## src/rtl/ptm_pkg.sv

```systemverilog
// Shared types, constants and codes for the Sv32 page table mapper.
// Has no dependencies; every other file of the block imports it.
package ptm_pkg;

  localparam int NUM_PAGES_DEF  = 64;
  localparam int PAGE_BYTES     = 4096;
  localparam int WORDS_PER_PAGE = PAGE_BYTES / 4;
  localparam int PG_OFF_W       = $clog2(WORDS_PER_PAGE);
  localparam int PPN_W          = 20;
  localparam int CNT_W          = 7;
  localparam int OP_W           = 2;
  localparam int STS_W          = 3;
  localparam int APB_ADDR_W     = 3;
  localparam int APB_DATA_W     = 32;

  localparam logic [OP_W-1:0] OP_ALLOC = 2'd0;
  localparam logic [OP_W-1:0] OP_MAP   = 2'd1;
  localparam logic [OP_W-1:0] OP_READ  = 2'd2;

  localparam logic [STS_W-1:0] STS_OK      = 3'd0;
  localparam logic [STS_W-1:0] STS_VADDR   = 3'd1;
  localparam logic [STS_W-1:0] STS_PADDR   = 3'd2;
  localparam logic [STS_W-1:0] STS_NOMEM   = 3'd3;
  localparam logic [STS_W-1:0] STS_OUTSIDE = 3'd4;

  localparam logic REG_FREE_BASE = 1'b0;
  localparam logic REG_FREE_END  = 1'b1;

  localparam logic [PPN_W-1:0] FREE_BASE_RST = 20'd0;
  localparam logic [PPN_W-1:0] FREE_END_RST  = 20'd64;

  typedef enum logic [2:0] {
    S_IDLE,
    S_DECODE,
    S_L1_WAIT,
    S_RD_WAIT,
    S_CLEAR,
    S_LINK,
    S_LEAF
  } state_e;

  typedef struct packed {
    logic [OP_W-1:0]  op;
    logic [CNT_W-1:0] page_count;
    logic [PPN_W-1:0] root_ppn;
    logic [31:0]      vaddr;
    logic [31:0]      paddr;
    logic [7:0]       flags;
    logic [31:0]      read_addr;
  } req_t;

  typedef struct packed {
    logic [PPN_W-1:0] alloc_ppn;
    logic [31:0]      read_data;
    logic [STS_W-1:0] status;
  } res_t;

  typedef struct packed {
    logic [PPN_W-1:0] free_base_ppn;
    logic [PPN_W-1:0] free_end_ppn;
  } cfg_t;

endpackage

```

## src/rtl/ptm_ctrl.sv

```systemverilog
// Request sequencer: checks, page allocation, clearing and table walks.
// Depends on ptm_pkg; drives the port of ptm_store.
module ptm_ctrl #(
  parameter int NUM_PAGES = ptm_pkg::NUM_PAGES_DEF
) (
  input  logic                                           clk_i,
  input  logic                                           rst_ni,
  input  logic                                           start,
  output logic                                           busy,
  input  ptm_pkg::req_t                                  req_i,
  input  ptm_pkg::cfg_t                                  cfg_i,
  output logic                                           res_valid_o,
  output ptm_pkg::res_t                                  res_o,
  output logic                                           mem_we_o,
  output logic                                           mem_re_o,
  output logic [$clog2(NUM_PAGES)+ptm_pkg::PG_OFF_W-1:0] mem_addr_o,
  output logic [31:0]                                    mem_wdata_o,
  input  logic [31:0]                                    mem_rdata_i
);
  import ptm_pkg::*;

  localparam int PW = $clog2(NUM_PAGES);
  localparam int AW = PW + 1;
  localparam int IW = PW + PG_OFF_W;
  localparam int CW = AW + PG_OFF_W;
  localparam int TW = ((AW > CNT_W) ? AW : CNT_W) + 1;

  state_e           state_q, state_d;
  req_t             req_q, req_d;
  logic [AW-1:0]    alloc_q, alloc_d;
  logic [CW-1:0]    clr_q, clr_d;
  logic [CW-1:0]    clr_end_q, clr_end_d;
  logic [IW-1:0]    l1_idx_q, l1_idx_d;
  logic [PW-1:0]    tbl_q, tbl_d;
  logic [PPN_W-1:0] tbl_ppn_q, tbl_ppn_d;
  res_t             res_q, res_d;
  logic             res_valid_q, res_valid_d;

  logic [TW-1:0]    need;
  logic [TW-1:0]    total;
  logic             can_alloc;
  logic [21:0]      chk_ppn;
  logic [21:0]      chk_diff;
  logic             in_store;
  logic [PW-1:0]    pg_off;
  logic             va_ok;
  logic             pa_ok;
  logic             clr_last;
  logic [CW-1:0]    clr_nxt;
  logic [31:0]      leaf_pte;

  always_comb begin
    need      = (req_q.op == OP_ALLOC) ? TW'(req_q.page_count) : TW'(1);
    total     = TW'(alloc_q) + need;
    can_alloc = (total <= TW'(NUM_PAGES)) &&
                ((21'(cfg_i.free_base_ppn) + 21'(total)) <= 21'(cfg_i.free_end_ppn));
    if (state_q == S_L1_WAIT) begin
      chk_ppn = mem_rdata_i[31:10];
    end else if (req_q.op == OP_READ) begin
      chk_ppn = {2'b00, req_q.read_addr[31:12]};
    end else begin
      chk_ppn = {2'b00, req_q.root_ppn};
    end
    chk_diff = chk_ppn - {2'b00, cfg_i.free_base_ppn};
    in_store = (chk_ppn >= {2'b00, cfg_i.free_base_ppn}) && (chk_diff < 22'(NUM_PAGES));
    pg_off   = chk_diff[PW-1:0];
    va_ok    = (req_q.vaddr[11:0] == 12'd0);
    pa_ok    = (req_q.paddr[11:0] == 12'd0);
    clr_nxt  = clr_q + CW'(1);
    clr_last = (clr_nxt == clr_end_q);
    leaf_pte = {2'b00, req_q.paddr[31:12], 2'b00, req_q.flags | 8'h01};
  end

  always_comb begin
    state_d = state_q;
    unique case (state_q)
      S_IDLE: begin
        if (start) begin
          state_d = S_DECODE;
        end
      end
      S_DECODE: begin
        unique case (req_q.op)
          OP_ALLOC: begin
            state_d = (can_alloc && (req_q.page_count != '0)) ? S_CLEAR : S_IDLE;
          end
          OP_MAP: begin
            state_d = (va_ok && pa_ok && in_store) ? S_L1_WAIT : S_IDLE;
          end
          OP_READ: begin
            state_d = in_store ? S_RD_WAIT : S_IDLE;
          end
          default: begin
            state_d = S_IDLE;
          end
        endcase
      end
      S_L1_WAIT: begin
        state_d = (!mem_rdata_i[0] && can_alloc) ? S_CLEAR : S_IDLE;
      end
      S_RD_WAIT: begin
        state_d = S_IDLE;
      end
      S_CLEAR: begin
        if (clr_last) begin
          state_d = (req_q.op == OP_MAP) ? S_LINK : S_IDLE;
        end
      end
      S_LINK: begin
        state_d = S_LEAF;
      end
      S_LEAF: begin
        state_d = S_IDLE;
      end
      default: begin
        state_d = S_IDLE;
      end
    endcase
  end

  always_comb begin
    req_d       = req_q;
    alloc_d     = alloc_q;
    clr_d       = clr_q;
    clr_end_d   = clr_end_q;
    l1_idx_d    = l1_idx_q;
    tbl_d       = tbl_q;
    tbl_ppn_d   = tbl_ppn_q;
    res_d       = res_q;
    res_valid_d = 1'b0;
    mem_we_o    = 1'b0;
    mem_re_o    = 1'b0;
    mem_addr_o  = clr_q[IW-1:0];
    mem_wdata_o = '0;
    unique case (state_q)
      S_IDLE: begin
        if (start) begin
          req_d = req_i;
        end
      end
      S_DECODE: begin
        res_d = '0;
        unique case (req_q.op)
          OP_ALLOC: begin
            if (!can_alloc) begin
              res_d.status = STS_NOMEM;
              res_valid_d  = 1'b1;
            end else begin
              res_d.alloc_ppn = cfg_i.free_base_ppn + PPN_W'(alloc_q);
              alloc_d         = AW'(total);
              clr_d           = {alloc_q, {PG_OFF_W{1'b0}}};
              clr_end_d       = {total[AW-1:0], {PG_OFF_W{1'b0}}};
              res_valid_d     = (req_q.page_count == '0);
            end
          end
          OP_MAP: begin
            if (!va_ok) begin
              res_d.status = STS_VADDR;
              res_valid_d  = 1'b1;
            end else if (!pa_ok) begin
              res_d.status = STS_PADDR;
              res_valid_d  = 1'b1;
            end else if (!in_store) begin
              res_d.status = STS_OUTSIDE;
              res_valid_d  = 1'b1;
            end else begin
              mem_re_o   = 1'b1;
              mem_addr_o = {pg_off, req_q.vaddr[31:22]};
              l1_idx_d   = {pg_off, req_q.vaddr[31:22]};
            end
          end
          OP_READ: begin
            if (!in_store) begin
              res_d.status = STS_OUTSIDE;
              res_valid_d  = 1'b1;
            end else begin
              mem_re_o   = 1'b1;
              mem_addr_o = {pg_off, req_q.read_addr[11:2]};
            end
          end
          default: begin
            res_valid_d = 1'b1;
          end
        endcase
      end
      S_L1_WAIT: begin
        if (mem_rdata_i[0]) begin
          res_valid_d = 1'b1;
          if (!in_store) begin
            res_d.status = STS_OUTSIDE;
          end else begin
            mem_we_o    = 1'b1;
            mem_addr_o  = {pg_off, req_q.vaddr[21:12]};
            mem_wdata_o = leaf_pte;
          end
        end else if (!can_alloc) begin
          res_d.status = STS_NOMEM;
          res_valid_d  = 1'b1;
        end else begin
          tbl_d     = alloc_q[PW-1:0];
          tbl_ppn_d = cfg_i.free_base_ppn + PPN_W'(alloc_q);
          alloc_d   = AW'(total);
          clr_d     = {alloc_q, {PG_OFF_W{1'b0}}};
          clr_end_d = {total[AW-1:0], {PG_OFF_W{1'b0}}};
        end
      end
      S_RD_WAIT: begin
        res_d.read_data = mem_rdata_i;
        res_valid_d     = 1'b1;
      end
      S_CLEAR: begin
        mem_we_o   = 1'b1;
        mem_addr_o = clr_q[IW-1:0];
        clr_d      = clr_nxt;
        if (clr_last && (req_q.op == OP_ALLOC)) begin
          res_valid_d = 1'b1;
        end
      end
      S_LINK: begin
        mem_we_o    = 1'b1;
        mem_addr_o  = l1_idx_q;
        mem_wdata_o = {2'b00, tbl_ppn_q, 9'd0, 1'b1};
      end
      S_LEAF: begin
        mem_we_o    = 1'b1;
        mem_addr_o  = {tbl_q, req_q.vaddr[21:12]};
        mem_wdata_o = leaf_pte;
        res_valid_d = 1'b1;
      end
      default: begin
        res_valid_d = 1'b0;
      end
    endcase
  end

  always_ff @(posedge clk_i or negedge rst_ni) begin
    if (!rst_ni) begin
      state_q     <= S_IDLE;
      alloc_q     <= '0;
      res_valid_q <= 1'b0;
    end else begin
      state_q     <= state_d;
      alloc_q     <= alloc_d;
      res_valid_q <= res_valid_d;
    end
  end

  always_ff @(posedge clk_i) begin
    req_q     <= req_d;
    clr_q     <= clr_d;
    clr_end_q <= clr_end_d;
    l1_idx_q  <= l1_idx_d;
    tbl_q     <= tbl_d;
    tbl_ppn_q <= tbl_ppn_d;
    res_q     <= res_d;
  end

  assign busy        = (state_q != S_IDLE);
  assign res_valid_o = res_valid_q;
  assign res_o       = res_q;

endmodule

```

## config.mk

```make
export PLATFORM = sky130hd
export DESIGN_NAME = ptm_ctrl
export DESIGN_NICKNAME = d
export VERILOG_FILES = /design/src/rtl/ptm_pkg.sv /design/src/rtl/ptm_ctrl.sv
export SDC_FILE = /design/constraint.sdc
export NUM_CORES = 1
export LEC_CHECK = 0
export BUFFER_PORTS_ARGS = -buffer_cell sky130_fd_sc_hd__buf_2
export CAP_MARGIN = 10
export CELL_PAD_IN_SITES_DETAIL_PLACEMENT = 1
export CELL_PAD_IN_SITES_GLOBAL_PLACEMENT = 2
export CORE_UTILIZATION = 38
export DETAILED_ROUTE_END_ITERATION = 6
export PLACE_DENSITY = 0.94
export SLEW_MARGIN = 15
export SYNTH_ARGS = -nofsm -noshare
export SYNTH_HDL_FRONTEND = slang
export SYNTH_SLANG_ARGS = --single-unit
export TNS_END_PERCENT = 5
```

## constraint.sdc

```tcl
create_clock -name clk_i -period 19.15 [get_ports clk_i]
set_clock_uncertainty 0.1 [all_clocks]
set_input_delay 0.9575 -clock clk_i [delete_from_list [all_inputs] [get_ports clk_i]]
set_output_delay 0.9575 -clock clk_i [all_outputs]
set_load 0.1 [all_outputs]
```

==> results of run 1 <==
[path summary, 6_finish.rpt]
check,end,cells past startpoint
worst min-delay path,alloc_q[1]$_DFFE_PN0P_,1
worst max register to register,clr_q[6]$_SDFFCE_PN0P_,25
min in group clk_i,l1_idx_q[3]$_DFFE_PP_,0
max in group asynchronous,res_valid_o$_DFF_PN0_,1
worst min register to register,l1_idx_q[3]$_DFFE_PP_,0
worst max-delay path,mem_wdata_o[26],16
[where the power goes]
group	internal [uW]	switching (uW)
registers	785	65.8
logic	353	975
clock network	335	233
total	1470	1270
[layer usage]
metal	wire [um]	GRT usage	vias up
li1	-	-	5416
met1	19100	0.296	5574
met2	20900	0.371	354
met3	2890	0.0431	73
met4	1300	0.0686	2
met5	17	0	-
[area by class of cell]
cell class              count  area share
clock buffers              38      0.0458
well taps                 511      0.0366
repair buffers            319      0.0933
inverters                  85      0.0183
diodes                      3    0.000430
clock inverters            15     0.00959
multi-input cells         880       0.349
flip-flops and latches    262       0.447
[stage by stage]
stage          area (sq um)  setup WS [ns]  total power, uW  std cells  hold slack, ns
2_1_floorplan         14600           8.48             1900       1298           0.326
3_3_place_gp          16500          11.30             2140       2056           0.337
3_5_place_dp          16500          11.13             2190       2056           0.348
4_1_cts               17500          10.54             2760       2109           0.160
5_1_grt               17500          10.09             2890       2111           0.182
6_report              17500          10.61             2750       2113           0.184
[state kept, by name (all words and copies together) (netlist names), 7 cells and up]
name,cells
tbl_ppn_q,20
clr_q,17
l1_idx_q,16
alloc_q,7
req_q,103
leaf_pte,27
res_o,55
clr_end_q,7
[cell usage in the layout (no fill, tap or decap), types with 6 or more instances in the layout]
| cell | n |
|---|---|
| nor3_1 | 22 |
| nor4_1 | 22 |
| nand4_1 | 21 |
| nor2b_1 | 20 |
| xor2_1 | 9 |
| or2_2 | 6 |
| a221o_1 | 14 |
| a21oi_1 | 78 |
| a31oi_1 | 10 |
| a21o_1 | 19 |
| mux2i_1 | 26 |
| buf_2 | 307 |
| and2_1 | 21 |
| and3_1 | 42 |
| inv_1 | 85 |
| xnor2_1 | 56 |
| clkbuf_16 | 29 |
| mux2_2 | 6 |
| a211oi_1 | 8 |
| a21boi_0 | 9 |
| nor2_1 | 77 |
| a221oi_1 | 9 |
| o21ai_0 | 66 |
| edfxtp_1 | 251 |
| nand3_1 | 22 |
| o211ai_1 | 10 |
| nand2_1 | 86 |
| o21a_1 | 12 |
| buf_4 | 11 |
| o22ai_1 | 9 |
| a22oi_1 | 12 |
| nand2b_1 | 10 |
| dfrtp_1 | 10 |
| a22o_1 | 23 |
| ha_1 | 66 |
[logic make-up after synthesis]
| kind of cell | Yosys count | share of synthesized area |
|---|---|---|
| AO/OA/AOI/OAI | 328 | 0.155 |
| AND/OR/NAND/NOR | 379 | 0.135 |
| multiplexers | 33 | 0.0235 |
| XOR/XNOR | 65 | 0.0391 |
| other | 1 | 0.000257 |
| adder cells (fa/ha/maj) | 71 | 0.0630 |
| flip-flops | 262 | 0.536 |
| buffers and inverters | 156 | 0.0482 |
==> results.md, run 1 <==
* Status: finished, final reports clean
* Top-count cell post-synth: edfxtp_1
* GRT Util Overall at 0.224
* Final setup fails at 0
* Routed WL at 44200 um
* Synth unique cells at 88
* Synth top cells by count: edfxtp_1 (251), nand2_1 (86), inv_1 (85)
* Remaining global-route overflow at 0
* EDFF count, synth at 251
* Max VDD drop at 0.102 mV
* Placer Congestion at 0.863
* Worst Setup SP: req_q[131]$_DFFE_PP_
* I/O pin count at 315
* Post-synth top area cell: edfxtp_1
* R2r startpoint: req_q[131]$_DFFE_PP_
* Crit share post-route at 0.446
* Sequential cell area fraction in the yosys report at 0.536
* Post-synth top area share at 0.517
* Die area at 0.0391 sq mm
* Root buffer cell: clkbuf_16
* Layout net count at 1856
* CP Launch Type: flip-flop
* Critical Path AT at 7.48 ns
* Crit Path Class: flip-flop to output port
* Global-route wire length before repair at 67300 um
* Vias in the first global route at 11900
* Fmax at 0.117 GHz
* Worst-path fanout max at 30
* DR vias/cell at 5.40
* Worst-Margin Slew at 1.14 ns
* TritonCTS clock tree: done
* Routed len/inst at 20.9 um
* Layout cell share with drive strength beyond 1 at 0.254
* Core area at 0.0377 sq mm
* Setup TNS at 0 ns
* Synth-to-layout area growth at 19.9%
* Clock latency on the worst-skew pair at 0.57 ns
* PwrDens at 157 mW/mm^2
* Die Wd at 198 um
* Seq cells post-synth at 262
* Clock transition at the registers of the reported paths at 0.06 ns
* Flop2flop setup slack at 11.99 ns
* Register area at 0.00781 sq mm
* # DRC at 0
* Delay of the slowest critical-path stage at 0.89 ns
* Post-CTS Hold Fix Bufs at 0
* Post-route ant nets at 0
* FILL cells at 4216
* Setup crit end kind: output port
* Post-CTS Resized at 0
* Antenna violations before repair at 4
* DRT iter0 DRCs at 601
* Final max-slew violation count at 0
* Ranking of synthesized cells by area: edfxtp_1 (52%), ha_1 (5.8%), xnor2_1 (3.4%)
* Yosys warns at 0
* Rel. slew slack at 0.237
* Initial Util at 0.387
* DR vias at 11400
* Die Span Y at 198 um
* Setup Fix Bufs, Post-CTS at 0
* Worst endpoint required time at 18.09 ns
* Delay-heaviest family, CP: compound AO/OA/AOI/OAI gates
* Final Critical Period at 8.54 ns
* Min-Delay Path Class: input pin to async pin
* Max-Cap Viols at 0
* Critical path's slowest cell: o21a_1
* Hold Violations, Final at 0
* Syn avg cell area at 11.3 sq um
* Inserted Clock Buffers at 29
* Final core occ at 0.464
* Post-Synthesis Cells at 1295
* Clk sinks at 262
* PortBufs at 307
* Bufs on Longest Clock Path at 3
* CP Cell Sequence: inv_1 -> ha_2 -> mux2i_1 -> o21ai_0 -> ha_1 -> a21oi_1 -> nand2_1 -> o21ai_1 -> mux2i_1 -> o211ai_1 -> nor4_1 -> nand4_1 -> nor2_1 -> o21a_1 -> a22o_1 -> buf_2
* Footprint of the multi-input gates at 0.00610 sq mm
* Post-synth ARST share at 0.0420
* Synth Cell Area at 0.0146 sq mm
* Row Count at 71
* Cell mode on critical path: mux2i_1
* Largest net degree at the start of global routing at 89
* Detailed Place HPWL at 33700 um
* CP bufs+invs at 2
* RSZ-0062 raised after global routing: false
* Router iterations before antenna repair at 7
* Pleak at 0.00714 uW
* H-tree depth at 1
* Post-synth top flop: edfxtp_1
Note: power is estimated with default switching activity, not from simulation.
==> run 2: changes to the inputs <==
- CORE_UTILIZATION: 38 -> 32
- PLACE_DENSITY: 0.94 -> 0.85
- clock period: 19.15 -> 7.1 ns (I/O delays scaled with it)
==> run 2 against run 1 <==
Compared with the run above: first-iteration DRC count grew 9.8%; cell count up 12%; critical path type unchanged; sequential share of layout area shrank 5.0 points; register-to-register slack got worse by 11 ns; die area is 19% higher; critical path depth up 2; global-route usage down 1.4 points; design area up 13%; flip-flop and latch count stayed put; combinational power grew to 2.8 times the previous value; clock-buffer cell count grew 8; largest cell class unchanged.
==> results.md, run 2 (synthesized netlist as in run 1, its figures left out) <==
* Largest net degree at the start of global routing at 68
* Hold Violations, Final at 0
* RSZ-0062 raised after global routing: false
* Critical Path AT at 6.36 ns
* Largest Register: req_q
* Bufs on Longest Clock Path at 3
* Post-place setup slack at 0.537 ns
* PwrDens at 386 mW/mm^2
* PortBufs at 307
* # DRC at 0
* Fmax at 0.147 GHz
* I/O pin count at 315
* Delay of the slowest critical-path stage at 0.52 ns
* Antenna violations before repair at 4
* Max VDD drop at 0.245 mV
* Root buffer cell: clkbuf_16
* Crit Path Class: flip-flop to output port
* Die Wd at 215 um
* M1 GR Usage at 0.272
* Remaining global-route overflow at 0
* Final max-slew violation count at 0
* Setup TNS at 0 ns
* Delay-heaviest family, CP: simple AND/OR/NAND/NOR gates
* Rel. slew slack at 0.250
* Synth-to-layout area growth at 34.9%
* Final worst slack at 0.280 ns
* Die area at 0.0464 sq mm
* DR vias/cell at 5.18
* Worst-Margin Slew at 1.12 ns
* Pleak at 0.00792 uW
* CP Launch Type: flip-flop
* Power Total at 7580 uW
* Layout cell share with drive strength beyond 1 at 0.235
* Clk sinks at 262
* Fin Hold WS at 0.0441 ns
* Global-route wire length before repair at 75800 um
* Max reg flops at 103
* Placer Congestion at 0.856
* Layout net count at 2025
* Worst endpoint required time at 6.64 ns
* CP bufs+invs at 2
* GR peak layer: met2
* Vias in the first global route at 13100
* Core area at 0.0446 sq mm
* Crit share post-route at 0.961
* Setup crit end kind: output port
* Clock latency on the worst-skew pair at 0.58 ns
* Router iterations before antenna repair at 5
* CP Cell Sequence: inv_1 -> ha_4 -> mux2i_1 -> nor2_1 -> a21oi_1 -> ha_1 -> fa_1 -> nand2b_1 -> a21oi_1 -> o21ai_1 -> mux2i_1 -> or4bb_1 -> nor4_1 -> and4_2 -> and3_1 -> nand2_1 -> o211ai_1 -> buf_2
* Final Critical Period at 6.82 ns
* Status: finished, final reports clean
* Max-Cap Viols at 0
* Post-route ant nets at 0
* Inserted Clock Buffers at 30
* Die Span Y at 215 um
* M2 GR Usage at 0.359
* Worst-path fanout max at 17
* Routed WL at 49700 um
* Initial Util at 0.327
* H-tree depth at 1
* Most frequent cells in the layout: buf_2 (280), edfxtp_1 (251), dlygate4sd3_1 (156)
* DR vias at 12200
* Detailed Place HPWL at 34500 um
* Post-Place Cell Area at 0.0171 sq mm
* Final setup fails at 0
* Most common cell after layout, fill and taps aside: buf_2
* Clock transition at the registers of the reported paths at 0.06 ns
* Met3 Usage GRT at 0.0334
* TritonCTS clock tree: done
* DRT iter0 DRCs at 660
* Critical path's slowest cell: or4bb_1
* Routed len/inst at 21.0 um
* Row Count at 77
* Min-Delay Path Class: input pin to flip-flop
* GRT Util Overall at 0.210
* Fin area at 0.0197 sq mm
## run 2: final cells by class
cell class	count	area [sq um]
sequential	262	7810
timing repair buffer	487	3710
clock buffer	46	852
clock inverter	8	100
antenna	3	7.51
inverter	85	319
multi-input combinational	880	6120
fill	4857	24900
tap	592	741
## run 2: final timing paths
kind	start	to	slack (ns)	cells after the start
setup reg to reg	req_q[131]$_DFFE_PP_	alloc_q[4]$_DFFE_PN0P_	0.66	25
min in group asynchronous	rst_ni	alloc_q[1]$_DFFE_PN0P_	0.12	2
setup / recovery	req_q[131]$_DFFE_PP_	mem_addr_o[6]	0.28	18
max in group asynchronous	rst_ni	state_q[1]$_DFFE_PN0P_	6.52	2
hold reg to reg	req_q[96]$_DFFE_PP_	l1_idx_q[2]$_DFFE_PP_	0.35	0
hold / removal	mem_rdata_i[13]	res_o[16]$_SDFFCE_PN0P_	0.04	2
## run 2: worst register-to-register path: stages, from the launching register on
cell and delay (ns):
edfxtp_1 0.42, inv_1 0.15, ha_1 0.36, nand2b_1 0.11
ha_1 0.22, fa_1 0.40, xor2_1 0.37, ha_1 0.35
a21oi_1 0.22, o21ai_0 0.12, a21oi_1 0.22, o21ai_0 0.11
a21oi_1 0.24, nor2b_1 0.10, o211ai_1 0.50, xnor2_1 0.20
ha_1 0.28, nand4_1 0.13, nor2_1 0.06, a211oi_1 0.22
a21oi_1 0.10, o21ai_1 0.26, nand3_1 0.20, a21oi_1 0.22
buf_4 0.27, mux2_2 0.37
## run 2: timing repair
| action | 4_1_cts | 5_1_grt |
|---|---|---|
| endpoints found under the hold margin | 166 | 0 |
| resized for setup | 0 | 5 |
| buffers inserted | 0 | 2 |
| endpoints found under the setup margin | 0 | 44 |
| hold buffers | 156 | 0 |
## run 2: per-stage QoR
stage	std cells	util
2_1_floorplan	1298	-
3_3_place_gp	2148	0.384
3_5_place_dp	2148	0.384
4_1_cts	2358	0.440
5_1_grt	2363	0.441
6_report	2363	0.441
## run 2: layer usage
| layer | part of all wire | wire length [um] | up-vias |
|---|---|---|---|
| met3 | 0.044 | 2200 | 82 |
| met5 | 0.00026 | 13 | - |
| li1 | - | - | 5753 |
| met1 | 0.44 | 22000 | 6071 |
| met2 | 0.48 | 24000 | 337 |
| met4 | 0.030 | 1500 | 2 |
## run 2: where the power goes
part / internal, uW / switching (uW)
Sequential: 2120 / 186
Combinational: 1070 / 2680
Clock: 894 / 639
Total: 4080 / 3500
==> run 3: changes to the inputs <==
==> constraint.sdc (replaced) <==
create_clock -name clk_i -period 7.1 [get_ports clk_i]
set_clock_uncertainty 0.1 [all_clocks]
set_input_delay 1.065 -clock clk_i [delete_from_list [all_inputs] [get_ports clk_i]]
set_output_delay 1.065 -clock clk_i [all_outputs]
set_load 0.1 [all_outputs]
==> run 3 against run 2 <==
Compared with the run above: design area shrank 5.1%; highest routed layer unchanged; combinational power rose by 4%; worst setup slack lost 0.15 ns; maximum frequency decreased by 2.2%; utilization fell by 2.2 points; largest power group unchanged; non-clock buffer count down 145; clock-buffer cell count shrank 8; die area stayed put; cell count shrank 6.1%; hold slack improved by 0.26 ns; critical path depth down 1; first-iteration DRC count down 13%.
==> results.md, run 3 (synthesized netlist as in run 1, its figures left out) <==
* Status: finished, final reports clean
* Worst endpoint required time at 5.93 ns
* Clock latency on the worst-skew pair at 0.57 ns
* Min-Delay Path Class: input pin to async pin
* Routed WL at 46500 um
* Die area at 0.0464 sq mm
* Rel. slew slack at 0.179
* Crit Path Class: flip-flop to output port
* Seq pwr share at 0.289
* Layout cell share with drive strength beyond 1 at 0.279
* Fmax at 0.143 GHz
* Post-place setup slack at 0.467 ns
* Setup crit end kind: output port
* Comb pwr share at 0.490
* Largest Register: req_q
* CP Cell Sequence: inv_1 -> ha_2 -> buf_12 -> mux2i_1 -> o21ai_0 -> ha_1 -> a21oi_1 -> and2_1 -> a211o_1 -> a2111oi_4 -> a211oi_2 -> or4_4 -> or4_4 -> mux2_4 -> a41o_1 -> a31oi_4 -> buf_12
* Root buffer cell: clkbuf_16
* Remaining global-route overflow at 0
* Critical Path AT at 5.81 ns
* Final Critical Period at 6.97 ns
* PortBufs at 307
* Crit share post-route at 0.982
* Pleak at 0.00747 uW
* Inserted Clock Buffers at 30
* Post-Place Cell Area at 0.0174 sq mm
* Max-Cap Viols at 0
* Final core occ at 0.419
* Synth-to-layout area growth at 28.1%
* Global-route wire length before repair at 71600 um
* CP bufs+invs at 3
* DR vias/cell at 5.29
* I/O pin count at 315
* # DRC at 0
* Clock transition at the registers of the reported paths at 0.07 ns
* Antenna violations before repair at 4
* R2r startpoint: req_q[132]$_DFFE_PP_
* R2R depth at 25
* RSZ-0062 raised after global routing: true
* TritonCTS clock tree: done
* Initial Util at 0.327
* PwrDens at 426 mW/mm^2
* Delay of the slowest critical-path stage at 0.58 ns
* Switching power share of the total at 0.447
* Vias in the first global route at 12400
* Layout net count at 1880
* Psw at 3550 uW
* Core area at 0.0446 sq mm
* CP Launch Type: flip-flop
* Clk pwr share at 0.221
* Most common cell after layout, fill and taps aside: buf_2
* R2r endpoint: clr_q[9]$_SDFFCE_PN0P_
* Max VDD drop at 0.229 mV
* Final max-slew violation count at 0
* DR vias at 11700
* Int Power at 4400 uW
* Hold Violations, Final at 0
* Fin area at 0.0187 sq mm
* Layout Cells excl Fill at 2218
* DRT iter0 DRCs at 572
* Die Span Y at 215 um
* Die Wd at 215 um
* Delay-heaviest family, CP: compound AO/OA/AOI/OAI gates
* Router iterations before antenna repair at 4
* Most frequent cells in the layout: buf_2 (266), edfxtp_1 (251), nand2_1 (86)
* Max reg flops at 103
* Final setup fails at 0
* Placed cells at 2157
* Placer Congestion at 0.861
* H-tree depth at 1
* Final worst slack at 0.127 ns
* Worst-Margin Slew at 1.22 ns
* Largest net degree at the start of global routing at 68
* Critical path's slowest cell: or4_4
* Row Count at 77
* Detailed Place HPWL at 35300 um
* Clk sinks at 262
* Flop2flop setup slack at 0.59 ns
* Routed len/inst at 21.0 um
* Worst-path fanout max at 20
* Setup TNS at 0 ns
* Post-route ant nets at 0
* GRT Util Overall at 0.198
* Bufs on Longest Clock Path at 3
==> run 3: cell count changes in the layout (fill, tap and decap cells not counted), sizes merged <==
cell	before	now
dlygate4sd3	156	0
buf	331	340
bufinv	2	8
clkbuf	46	40
clkinvlp	0	2
diode	3	1
inv	85	87
==> run 3: final cells by class <==
type	count	area [sq um]
sequential	262	7810
timing repair buffer	342	2450
tap	592	741
clock inverter	18	309
multi-input combinational	880	6210
fill	4867	25900
inverter	85	319
antenna	1	2.50
clock buffer	38	822
==> run 3: through the flow <==
step | hold slack [ns] | total power [uW]
floorplan | 0.326 | 5090
global placement | 0.335 | 6050
detailed placement | 0.341 | 6160
CTS | 0.279 | 7960
global route | 0.298 | 8340
finish | 0.306 | 7960
==> run 3: worst max path at each step <==
stage               cells after the start               to  slack (ns)                  from
finish                                 17   mem_addr_o[14]        0.13  req_q[131]$_DFFE_PP_
global route                           20    mem_addr_o[5]       -0.03  req_q[131]$_DFFE_PP_
CTS                                    22  mem_wdata_o[19]        0.01  req_q[131]$_DFFE_PP_
detailed placement                     15   mem_addr_o[14]        0.47       mem_rdata_i[13]
global placement                       15   mem_addr_o[14]        0.53       mem_rdata_i[13]
floorplan                              18   mem_addr_o[12]       -0.73  req_q[131]$_DFFE_PP_
==> run 3: per-layer routing <==
metal / track usage / up-vias / wire length, um
li1: - / 5461 / -
met3: 0.0376 / 72 / 2640
met4: 0.0544 / 6 / 1260
met1: 0.262 / 5852 / 20700
met2: 0.329 / 334 / 21800
met5: 0 / - / 39
==> run 3: power by group through the flow <==
stage	clock, uW	sequential [uW]	combinational (uW)
floorplan	0	2790	2300
global placement	0	2310	3750
detailed placement	0	2320	3840
CTS	1800	2300	3860
global route	1850	2320	4170
finish	1760	2300	3900
==> run 3: timing repair <==
item                                    in CTS  in global routing
endpoints found under the setup margin      36                 42
gates resized for setup                      5                 28
pin swaps                                    0                  5
buffers inserted                             0                  4
hold endpoints to repair                     0                  0
hold buffers                                 0                  0
gates cloned                                 0                  0
